[src/rtl/core/fdmn_pkg.sv]
// Shared types and constants for the divide-by-constant parameter generator.
package fdmn_pkg;

  // Field widths of the input and result words.
  localparam int unsigned DIV_W  = 32;
  localparam int unsigned SH_W   = 5;
  localparam int unsigned STEP_W = 7;
  localparam int unsigned OUT_W  = 40;

  // Index of the top divisor bit, used to turn a zero count into a bit position.
  localparam logic [SH_W-1:0] MSB_TOP = 5'd31;

  // The division always runs past the 32 fraction bits plus the leading position.
  localparam logic [STEP_W-1:0] DIV_BASE_STEPS = 7'd33;

  // Multiplier used for every power of two.
  localparam logic [DIV_W-1:0] POW2_MULT = 32'h8000_0000;

  // Sequencer states.
  typedef enum logic [1:0] {
    ST_IDLE,
    ST_SCAN,
    ST_DIV,
    ST_FIN
  } fdmn_state_t;

  // Status of the leading-one search.
  typedef struct packed {
    logic            done;
    logic            zero;
    logic            pow2;
    logic [SH_W-1:0] msb;
  } scan_res_t;

  // Status and result of the serial divider.
  typedef struct packed {
    logic             done;
    logic [DIV_W-1:0] quo;
    logic [DIV_W-1:0] rem;
  } div_res_t;

endpackage

[src/rtl/core/fdmn_scan.sv]
// Serial leading-one search: shifts the divisor left one bit per cycle.
module fdmn_scan (
  input  logic                      clk,
  input  logic                      rst_n,
  input  logic                      start,
  input  logic [fdmn_pkg::DIV_W-1:0] divisor,
  output fdmn_pkg::scan_res_t       res
);
  import fdmn_pkg::*;

  logic [DIV_W-1:0] sh_r, sh_nxt;
  logic [SH_W-1:0]  cnt_r, cnt_nxt;
  logic             busy_r, busy_nxt;
  logic             is_zero;
  logic             found;

  // The search ends on an empty word or once the top bit is set.
  assign is_zero = (sh_r == '0);
  assign found   = sh_r[DIV_W-1];

  always_comb begin
    sh_nxt   = sh_r;
    cnt_nxt  = cnt_r;
    busy_nxt = busy_r;
    if (start) begin
      sh_nxt   = divisor;
      cnt_nxt  = '0;
      busy_nxt = 1'b1;
    end else if (busy_r) begin
      if (is_zero || found) begin
        busy_nxt = 1'b0;
      end else begin
        sh_nxt  = {sh_r[DIV_W-2:0], 1'b0};
        cnt_nxt = cnt_r + 1'b1;
      end
    end
  end

  always_ff @(posedge clk) begin
    if (!rst_n) begin
      busy_r <= 1'b0;
    end else begin
      busy_r <= busy_nxt;
    end
    sh_r  <= sh_nxt;
    cnt_r <= cnt_nxt;
  end

  // A power of two has nothing below the leading one.
  always_comb begin
    res.done = busy_r && (is_zero || found);
    res.zero = is_zero;
    res.pow2 = (sh_r[DIV_W-2:0] == '0);
    res.msb  = MSB_TOP - cnt_r;
  end

endmodule

[src/rtl/core/fdmn_div.sv]
// Bit-serial restoring divider for a power of two over a 32-bit divisor.
module fdmn_div (
  input  logic                       clk,
  input  logic                       rst_n,
  input  logic                       start,
  input  logic [fdmn_pkg::STEP_W-1:0] steps,
  input  logic [fdmn_pkg::DIV_W-1:0]  divisor,
  output fdmn_pkg::div_res_t         res
);
  import fdmn_pkg::*;

  logic [DIV_W-1:0]  rem_r, rem_nxt;
  logic [DIV_W-1:0]  quo_r, quo_nxt;
  logic [STEP_W-1:0] cnt_r, cnt_nxt;
  logic              first_r, first_nxt;
  logic              busy_r, busy_nxt;
  logic              done_r, done_nxt;
  logic [DIV_W:0]    part;
  logic [DIV_W+1:0]  trial;
  logic              ge;

  // The dividend is a single one followed by zeros, so the first bit in is one.
  assign part  = {rem_r, first_r};
  assign trial = {1'b0, part} - {2'b00, divisor};
  assign ge    = ~trial[DIV_W+1];

  always_comb begin
    rem_nxt   = rem_r;
    quo_nxt   = quo_r;
    cnt_nxt   = cnt_r;
    first_nxt = first_r;
    busy_nxt  = busy_r;
    done_nxt  = 1'b0;
    if (start) begin
      rem_nxt   = '0;
      quo_nxt   = '0;
      cnt_nxt   = steps;
      first_nxt = 1'b1;
      busy_nxt  = 1'b1;
    end else if (busy_r) begin
      rem_nxt   = ge ? trial[DIV_W-1:0] : part[DIV_W-1:0];
      quo_nxt   = {quo_r[DIV_W-2:0], ge};
      cnt_nxt   = cnt_r - 1'b1;
      first_nxt = 1'b0;
      if (cnt_r == STEP_W'(1)) begin
        busy_nxt = 1'b0;
        done_nxt = 1'b1;
      end
    end
  end

  always_ff @(posedge clk) begin
    if (!rst_n) begin
      busy_r <= 1'b0;
      done_r <= 1'b0;
    end else begin
      busy_r <= busy_nxt;
      done_r <= done_nxt;
    end
    rem_r   <= rem_nxt;
    quo_r   <= quo_nxt;
    cnt_r   <= cnt_nxt;
    first_r <= first_nxt;
  end

  always_comb begin
    res.done = done_r;
    res.quo  = quo_r;
    res.rem  = rem_r;
  end

endmodule

[src/rtl/core/fast_division_magic_number.sv]
// Top level: turns a 32-bit divisor into multiply-and-shift division parameters.
//
//   channel  dir  word contents (low bit first)
//   in_      in   divisor[31:0]
//   out_     out  multiplier[31:0], post_shift[36:32], add_one_to_dividend[37],
//                 divisor_not_one[38], zero_divisor_error[39]
//
// One word is worked on at a time. The leading-one search finds m, the index of the top
// set divisor bit, then the serial divider runs, and the FIN state loads the result into
// the output register. A zero divisor or a power of two skips the divider. Reset clears
// the sequencer and the output valid. The next word is taken while a result waits in the
// output register; its result then waits in FIN.
module fast_division_magic_number (
  input  logic        clk,
  input  logic        rst_n,
  input  logic        in_tvalid,
  output logic        in_tready,
  input  logic [31:0] in_tdata,   // divisor[31:0]
  output logic        out_tvalid,
  input  logic        out_tready,
  output logic [39:0] out_tdata   // multiplier[31:0], post_shift[36:32],
                                  // add_one_to_dividend[37], divisor_not_one[38],
                                  // zero_divisor_error[39]
);
  import fdmn_pkg::*;

  fdmn_state_t      state_r, state_nxt;
  logic [DIV_W-1:0] d_r;
  logic             zero_r, pow2_r;
  logic [SH_W-1:0]  msb_r;
  logic             out_valid_r;
  logic [OUT_W-1:0] out_data_r;

  logic             in_acc;
  logic             out_free;
  logic             div_start;
  logic             out_load;
  logic [STEP_W-1:0] div_steps;
  scan_res_t        scan_res;
  div_res_t         div_res;

  logic [DIV_W-1:0] fin_mult;
  logic [SH_W-1:0]  fin_shift;
  logic             fin_inc;
  logic             fin_not_one;
  logic [DIV_W:0]   rem_plus_half;
  logic             round_down;

  assign in_acc   = in_tvalid && in_tready;
  assign out_free = !out_valid_r || out_tready;
  assign div_steps = DIV_BASE_STEPS + STEP_W'(scan_res.msb);

  // Leading-one search and serial divider.
  fdmn_scan u_scan (
    .clk     (clk),
    .rst_n   (rst_n),
    .start   (in_acc),
    .divisor (in_tdata),
    .res     (scan_res)
  );

  fdmn_div u_div (
    .clk     (clk),
    .rst_n   (rst_n),
    .start   (div_start),
    .steps   (div_steps),
    .divisor (d_r),
    .res     (div_res)
  );

  // Next state.
  always_comb begin
    state_nxt = state_r;
    unique case (state_r)
      ST_IDLE: if (in_acc) state_nxt = ST_SCAN;
      ST_SCAN: begin
        if (scan_res.done) begin
          state_nxt = (scan_res.zero || scan_res.pow2) ? ST_FIN : ST_DIV;
        end
      end
      ST_DIV:  if (div_res.done) state_nxt = ST_FIN;
      ST_FIN:  if (out_free) state_nxt = ST_IDLE;
      default: state_nxt = ST_IDLE;
    endcase
  end

  // Sequencer outputs.
  always_comb begin
    in_tready = 1'b0;
    div_start = 1'b0;
    out_load  = 1'b0;
    unique case (state_r)
      ST_IDLE: in_tready = 1'b1;
      ST_SCAN: div_start = scan_res.done && !scan_res.zero && !scan_res.pow2;
      ST_DIV:  ;
      ST_FIN:  out_load = out_free;
      default: ;
    endcase
  end

  // The multiplier rounds down when the remainder plus half the divisor
  // stays below the divisor; the dividend then gets the increment.
  assign rem_plus_half = {1'b0, div_res.rem} + {2'b00, d_r[DIV_W-1:1]};
  assign round_down    = (rem_plus_half < {1'b0, d_r});

  // Result word.
  always_comb begin
    fin_mult    = '0;
    fin_shift   = '0;
    fin_inc     = 1'b0;
    fin_not_one = 1'b0;
    if (zero_r) begin
      fin_mult = '0;
    end else if (pow2_r) begin
      fin_mult    = POW2_MULT;
      fin_shift   = (msb_r == '0) ? '0 : msb_r - 1'b1;
      fin_not_one = (msb_r != '0);
    end else begin
      fin_mult    = round_down ? div_res.quo : div_res.quo + 1'b1;
      fin_shift   = msb_r;
      fin_inc     = round_down;
      fin_not_one = 1'b1;
    end
  end

  always_ff @(posedge clk) begin
    if (!rst_n) begin
      state_r     <= ST_IDLE;
      out_valid_r <= 1'b0;
    end else begin
      state_r <= state_nxt;
      if (out_load) begin
        out_valid_r <= 1'b1;
      end else if (out_tready) begin
        out_valid_r <= 1'b0;
      end
    end
    if (in_acc) begin
      d_r <= in_tdata;
    end
    if (state_r == ST_SCAN && scan_res.done) begin
      zero_r <= scan_res.zero;
      pow2_r <= scan_res.pow2;
      msb_r  <= scan_res.msb;
    end
    if (out_load) begin
      out_data_r <= {zero_r, fin_not_one, fin_inc, fin_shift, fin_mult};
    end
  end

  assign out_tvalid = out_valid_r;
  assign out_tdata  = out_data_r;

endmodule
[config.mk]
export PLATFORM = sky130hd
export DESIGN_NAME = fast_division_magic_number
export DESIGN_NICKNAME = d
export VERILOG_FILES = /design/src/rtl/core/fdmn_pkg.sv /design/src/rtl/core/fdmn_scan.sv /design/src/rtl/core/fdmn_div.sv /design/src/rtl/core/fast_division_magic_number.sv
export SDC_FILE = /design/constraint.sdc
export NUM_CORES = 1
export LEC_CHECK = 0
export BUFFER_PORTS_ARGS = -buffer_cell sky130_fd_sc_hd__buf_4
export CAP_MARGIN = 25
export CORE_MARGIN = 2
export CORE_UTILIZATION = 50
export CTS_BUF_LIST = sky130_fd_sc_hd__clkbuf_8
export DETAILED_ROUTE_END_ITERATION = 8
export PLACE_DENSITY_LB_ADDON = 0.1
export SYNTH_ARGS = -nofsm -noshare
export SYNTH_HDL_FRONTEND = slang
export SYNTH_HIERARCHICAL = 1
export SYNTH_SLANG_ARGS = --single-unit
[constraint.sdc]
create_clock -name clk -period 5.4 [get_ports clk]
set_clock_uncertainty 0.05 [all_clocks]
set_input_delay 0 -clock clk [delete_from_list [all_inputs] [get_ports clk]]
set_output_delay 0 -clock clk [all_outputs]
set_load 0.05 [all_outputs]
After elaboration in Yosys (flattened, before gate mapping)
Cells that the tools add are included.

Input bits: 36. Logic and storage cells: 93. Register bits: 194. Output and inout port bits: 42.

Reductions and logical operators: 24. $lt $le $gt $ge: 1. Equality and inequality tests: 9. Bitwise gates (word level): 4. $add $sub $neg: 8. Multiplexer cells: 29.

Operators by type and width (count): 32-bit two-way mux (6); 33-bit by 32-bit subtractor with 34-bit output (1); 32-bit by 31-bit adder with 33-bit output (1); 33-bit by 32-bit less-than comparator with 1-bit output (1); 32-bit by 1-bit adder with 32-bit output (second input constant) (1); 32-bit logical NOT (1); 31-bit logical NOT (1); 1-bit two-way mux (14); 7-bit two-way mux (2); 5-bit two-way mux (2); 2-bit two-way mux (4); 2-bit != test (second input constant) (4); 2-bit case mux with 4 select lines (1); 6-bit by 5-bit adder with 7-bit output (first input constant) (1); 7-bit by 1-bit == test with 1-bit output (second input constant) (1); 7-bit by 1-bit subtractor with 7-bit output (second input constant) (1); 2-bit nonzero test (3); 5-bit by 1-bit adder with 5-bit output (second input constant) (1); 1-bit logical AND (5); 5-bit logical NOT (1); 5-bit nonzero test (1); 5-bit by 1-bit subtractor with 5-bit output (second input constant) (1); 5-bit subtractor (first input constant) (1); 2-bit == test (second input constant) (2); other kinds (10) (18).

Longest topological paths before layout
Depth in word-level cells: 7. Depth in mapped cells: 21.

Hierarchy
The synthesis kept the hierarchy.

By module, submodules not included: fast_division_magic_number (area an instance 6072.1 um2, cells each 614, sequential area each 2432.3 um2, times used 1); fdmn_div (area an instance 4964.8 um2, cells each 619, sequential area each 1551.5 um2, times used 1); fdmn_scan (area an instance 1755.4 um2, cells each 121, sequential area each 1081.0 um2, times used 1).

Worst setup path before layout
No wires, ideal clock.

Path kind: reg-to-reg. Start point: register u_div.rem_r[0]. End point: register out_data_r[16], in the netlist out_tdata[16], data pin. Library setup time: 0.256 ns. Required time: 5.094 ns. Data arrival time: 4.248 ns. Slack: 0.846 ns. Cell stages (with the launch flop): 21. Cell sequence: dfxtp_1 > ha_1 > inv_1 > fa_1 > nand2b_1 > a21o_1 > a21oi_2 > o2111ai_2 > a211oi_1 > a22o_1 > or2_2 > xor2_1 > ha_1 > a21o_1 > a21oi_1 > o21ai_0 > a21o_1 > a21oi_2 > a311oi_2 > buf_2 > a41o_1.

Word-level cells in the longest chain between the ends: 3.

RTL lines: from (decl) (RTL line fdmn_div.sv:12) `logic [DIV_W-1:0] rem_r, rem_nxt;`; from (signal assigned) (RTL line fdmn_div.sv:60) `rem_r <= rem_nxt;`; 32-bit by 31-bit adder with 33-bit output (RTL line fast_division_magic_number.sv:103) `assign rem_plus_half = {1'b0, div_res.rem} + {2'b00, d_r[DIV_W-1:1]};`; 33-bit by 32-bit less-than comparator with 1-bit output (RTL line fast_division_magic_number.sv:104) `assign round_down = (rem_plus_half < {1'b0, d_r});`; 32-bit two-way mux (RTL line fast_division_magic_number.sv:119) `fin_mult = round_down ? div_res.quo : div_res.quo + 1'b1;`; to (signal assigned) (RTL line fast_division_magic_number.sv:147) `out_data_r <= {zero_r, fin_not_one, fin_inc, fin_shift, fin_mult};`; to (decl) (RTL line fast_division_magic_number.sv:32) `logic [OUT_W-1:0] out_data_r;`.

Every way passes these cells. A chain may end at the register's enable or synchronous reset.

Worst setup path after layout
Start point: register d_r[7]. End point: register out_data_r[8], in the netlist out_tdata[8], data pin.

Word-level cells in the longest chain between the ends: 3.

RTL lines: from (decl) (RTL line fast_division_magic_number.sv:28) `logic [DIV_W-1:0] d_r;`; from (signal assigned) (RTL line fast_division_magic_number.sv:139) `d_r <= in_tdata;`; 32-bit by 31-bit adder with 33-bit output (RTL line fast_division_magic_number.sv:103); 33-bit by 32-bit less-than comparator with 1-bit output * (RTL line fast_division_magic_number.sv:104); 32-bit two-way mux * (RTL line fast_division_magic_number.sv:119).

Every way passes the cells marked *; elsewhere a longest branch is shown, timed or not.

==> summary by stage <==
Outcome
The flow ran to the end, and the final reports show no timing, DRC or antenna violations.

Yosys
The most frequently used flop master after synthesis is edfxtp_1. The most area-hungry cell type in the Yosys netlist is edfxtp_1. The cell count after synthesis came out at approximately 1400.

The number of distinct library cell variants in the gate-level netlist after synthesis is 85. When the netlist entered floorplanning its net count stood at about 1500. Counting flops and latches in the post-synthesis netlist gives roughly 190. After synthesis, the cell types taking the most area are edfxtp_1, dfxtp_1, ha_1. The async set or reset register ratio after synthesis is 0. Of the synthesized area, sequential elements account for 0.396. The most common cell in the synthesized netlist is nor2_1.

The commonest cells after synthesis are nor2_1, edfxtp_1, nand2_1, ha_1, inv_1. The share of synthesized area in the top cell type comes to 0.277. The count of synthesis-stage warnings from yosys is 6. Yosys mapped a number of flops with a built-in enable equal to roughly 120. The area of the mapped netlist is about 0.013 mm2. The post-synthesis average cell area is between 9 and 10 um2.

Floorplanning
The row count is 58. The horizontal die dimension is 164 um. The initial core utilization is 0.508. The overall die height is 164 um.

After floorplanning, the core was sized to cover ~0.025 mm2. The floorplan step defined a die boundary enclosing 0.0269 mm2. Pin placement for this block handled just under 80 I/O pins.

Placement
The sum of net half-perimeters after detailed placement is about 22000 um. Port buffering added 77 buffers. Summing all placed instances gives a cell area of 0.0136 mm2. The final RePlAce weighted congestion is around 0.92.

Setup path
The launching element type of the critical path is a register. At the worst endpoint, the arrival time is approximately 5400 ps. The slowest stage of the critical path belongs to the cell or4_1. On the worst path, the slowest cell contributes a delay of between 500 and 600 ps. The cell class contributing the biggest share of worst-path delay is compound AO/OA/AOI/OAI gates.

The classification of the worst setup path is reg -> reg. The peak fanout along the critical path is 9. The data required time at the worst endpoint is about 5700 ps. The endpoint class of the critical path is a register.

The count of buffering cells on the critical path with inverters included is 0. The critical path goes through ha_1 > a2111oi_0 > o21ai_0 > a32oi_2 > a211oi_1 > o31a_1 > a311oi_2 > a211oi_1 > xnor2_1 > ha_1 > nand3_1 > o21ai_0 > a21o_1 > a21oi_4 > and3_2 > or4_1 > a21oi_1.

Layout
The layout cell share with drive strength beyond 1 is 0.140. The number of antenna diodes in the final layout is 0. The layout has between 2000 and 2500 filler cells. The net count of the finished layout is ~1600. Summing all non-filler instances in the final layout gives an area of between 0.01 and 0.015 mm2. The area overhead of the layout relative to synthesis is 13.2%.

Drt
After detailed routing, the average wire length per cell comes to roughly 17 um. The via count is between 10000 and 15000. In the routed design, unresolved DRC markers number 0.

The first detailed-routing pass took 5 iterations. The total detailed-routing wirelength is about 31000 um. The detailed router finished its first iteration with ~710 violations. The post-route antenna net violation count is 0. Dividing the detail-routed via count by the number of cells gives 5.74.

Clocking
For the worst-skew pair, the clock arrives at the later sink with an insertion delay of 480 ps. The clock root buffer is clkbuf_8. The count of clock tree sinks is between 150 and 200. The number of buffers created by CTS is 17.

After clock tree synthesis, the clock-pin slew on the worst setup and hold paths is 130 ps. TritonCTS built the clock tree. The H-tree generated during clock tree synthesis spans 4 levels. No sink is reached through more buffers than the 2 on the longest clock path.

STA
The worst pin sits at a relative slew slack of 0.491. Setup violations remaining at the end of the flow were counted as 0. Setup repair after global routing left no endpoint under its margin. The portion of the clock cycle consumed by the worst path in the final layout is 0.948.

For the pin with the worst max-slew slack, the measured transition is approximately 760 ps. Hold timing on the final database bottoms out at a slack of 42.4 ps. For the finished layout, the period the worst path requires is roughly 5100 ps. The total count of max-transition violations in the final report came to 0. The final-report hold violation count is 0. In the final timing run, aggregate negative setup slack is 0 ps. For this run, the top clock speed supported by timing is roughly 200 MHz.

Global route
The first global-routing pass estimated about 50000 um of wire. Entering global routing, the biggest net connects slightly above 80 pins. The overall routing resource usage is 0.234.

The total congestion overflow after global routing is 0. The number of global-route vias before repair is around 9800. The number of antenna violations at the first check in global routing was 0.

Power
Across the VDD grid, the largest voltage drop is between 0.2 and 0.3 mV. The leakage power figure is approximately 6 nW. The areal power density over the cells is about 530 mW/mm2.

Run
The number of violations of the max-capacitance limit is 0.

Min path
The class of the tightest hold or removal check is in -> reg.
[layout make-up]
| class | count | area [um2] | share of cell area |
|---|---|---|---|
| Sequential cell | 194 | 5070 | 0.350 |
| Timing Repair Buffer | 128 | 1080 | 0.0745 |
| Inverter | 102 | 383 | 0.0264 |
| Tap cell | 330 | 413 | 0.0285 |
| Clock buffer | 17 | 234 | 0.0162 |
| Multi-Input combinational cell | 997 | 7140 | 0.493 |
| Clock inverter | 15 | 163 | 0.0112 |
[cells in the final DEF (no fill, tap or decap), types with 31 or more instances in the layout]
| master | instances |
|---|---|
| nor2_1 | 123 |
| mux2_2 | 34 |
| inv_1 | 101 |
| buf_4 | 92 |
| ha_1 | 104 |
| xnor2_1 | 49 |
| o21ai_0 | 47 |
| nand2_1 | 113 |
| edfxtp_1 | 118 |
| a21o_1 | 31 |
| nand3_1 | 42 |
| dfxtp_1 | 74 |
| mux2i_1 | 42 |
| dlygate4sd3_1 | 34 |
| a21oi_1 | 81 |
[kinds of logic after synthesis]
| family | count (synthesis) | share of synthesized area |
|---|---|---|
| AOI/OAI and AO/OA | 325 | 0.178 |
| xor gates and xnor gates | 71 | 0.0486 |
| adders and majority gates | 106 | 0.105 |
| buffers and inverters | 163 | 0.0520 |
| DFF | 194 | 0.396 |
| muxes | 77 | 0.0637 |
| and+or+nand+nor | 418 | 0.157 |
[worst register-to-register path: stages (launching register included)]
cell and delay (ps):
edfxtp_1 440, ha_1 380, a2111oi_0 490, o21ai_0 240, a32oi_2 330, a211oi_1 160
o31a_1 360, a311oi_2 380, a211oi_1 150, xnor2_1 150, ha_1 300, nand3_1 100
o21ai_0 190, a21o_1 180, a21oi_4 100, and3_2 300, or4_1 510, a21oi_1 150
[sequential cells by signal, summed over array words and instances, names as in the netlist]
register / count
d_r: 32
msb_r: 5
state_r: 2
pow2_r: 1
u_div/cnt_r: 7
u_div/busy_r: 1
u_div/quo_r: 32
out_tvalid: 1
zero_r: 1
u_scan/cnt_r: 5
u_div/rem_r: 32
u_div/first_r: 1
u_div/done_r: 1
out_tdata: 40
u_scan/sh_r: 32
u_scan/busy_r: 1
[metrics by stage]
step                setup WS [ps]  power [mW]  std cells  utilization
finish                        280        7.62       1783        0.575
global route                 22.5        8.23       1783        0.575
CTS                           145        7.55       1780        0.571
detailed placement            213        6.54       1714        0.542
global placement              245        6.48       1712        0.541
floorplan                     846        5.60       1354            -
[where the power goes]
part           internal (mW)  switching (mW)  leakage (nW)  total, mW
Combinational           1.79            2.53          4.04       4.32
Clock                  0.351           0.618         0.200      0.969
Sequential              2.01           0.317          1.75       2.33
[routing by layer]
metal | GRT usage | vias to the layer above | wire, um | part of all wire
met4 | 0.0586 | 0 | 543 | 0.018
met1 | 0.335 | 4878 | 15100 | 0.49
met3 | 0.0376 | 29 | 1280 | 0.041
met5 | 0 | - | 0 | 0
met2 | 0.372 | 212 | 13900 | 0.45
li1 | - | 5111 | - | -
[path summary, 6_finish.rpt]
path	start	to	slack [ps]	cells after the start
hold / removal	out_tready	out_tdata[35]$_SDFFCE_PP0P_	40	3
hold reg to reg	u_div/first_r$_SDFFE_PP1P_	u_div/rem_r[0]$_SDFFE_PP0P_	440	2
setup / recovery	d_r[7]$_DFFE_PP_	out_tdata[8]$_SDFFCE_PP0P_	280	17
setup reg to reg	d_r[7]$_DFFE_PP_	out_tdata[8]$_SDFFCE_PP0P_	280	17
[what timing repair did]
item | CTS | global route
hold buffers | 34 | 0
gates resized for setup | 0 | 9
endpoints found under the hold margin | 70 | 0
setup buffers | 0 | 1
endpoints found under the setup margin | 0 | 30
(Power assumes the default switching activity.)
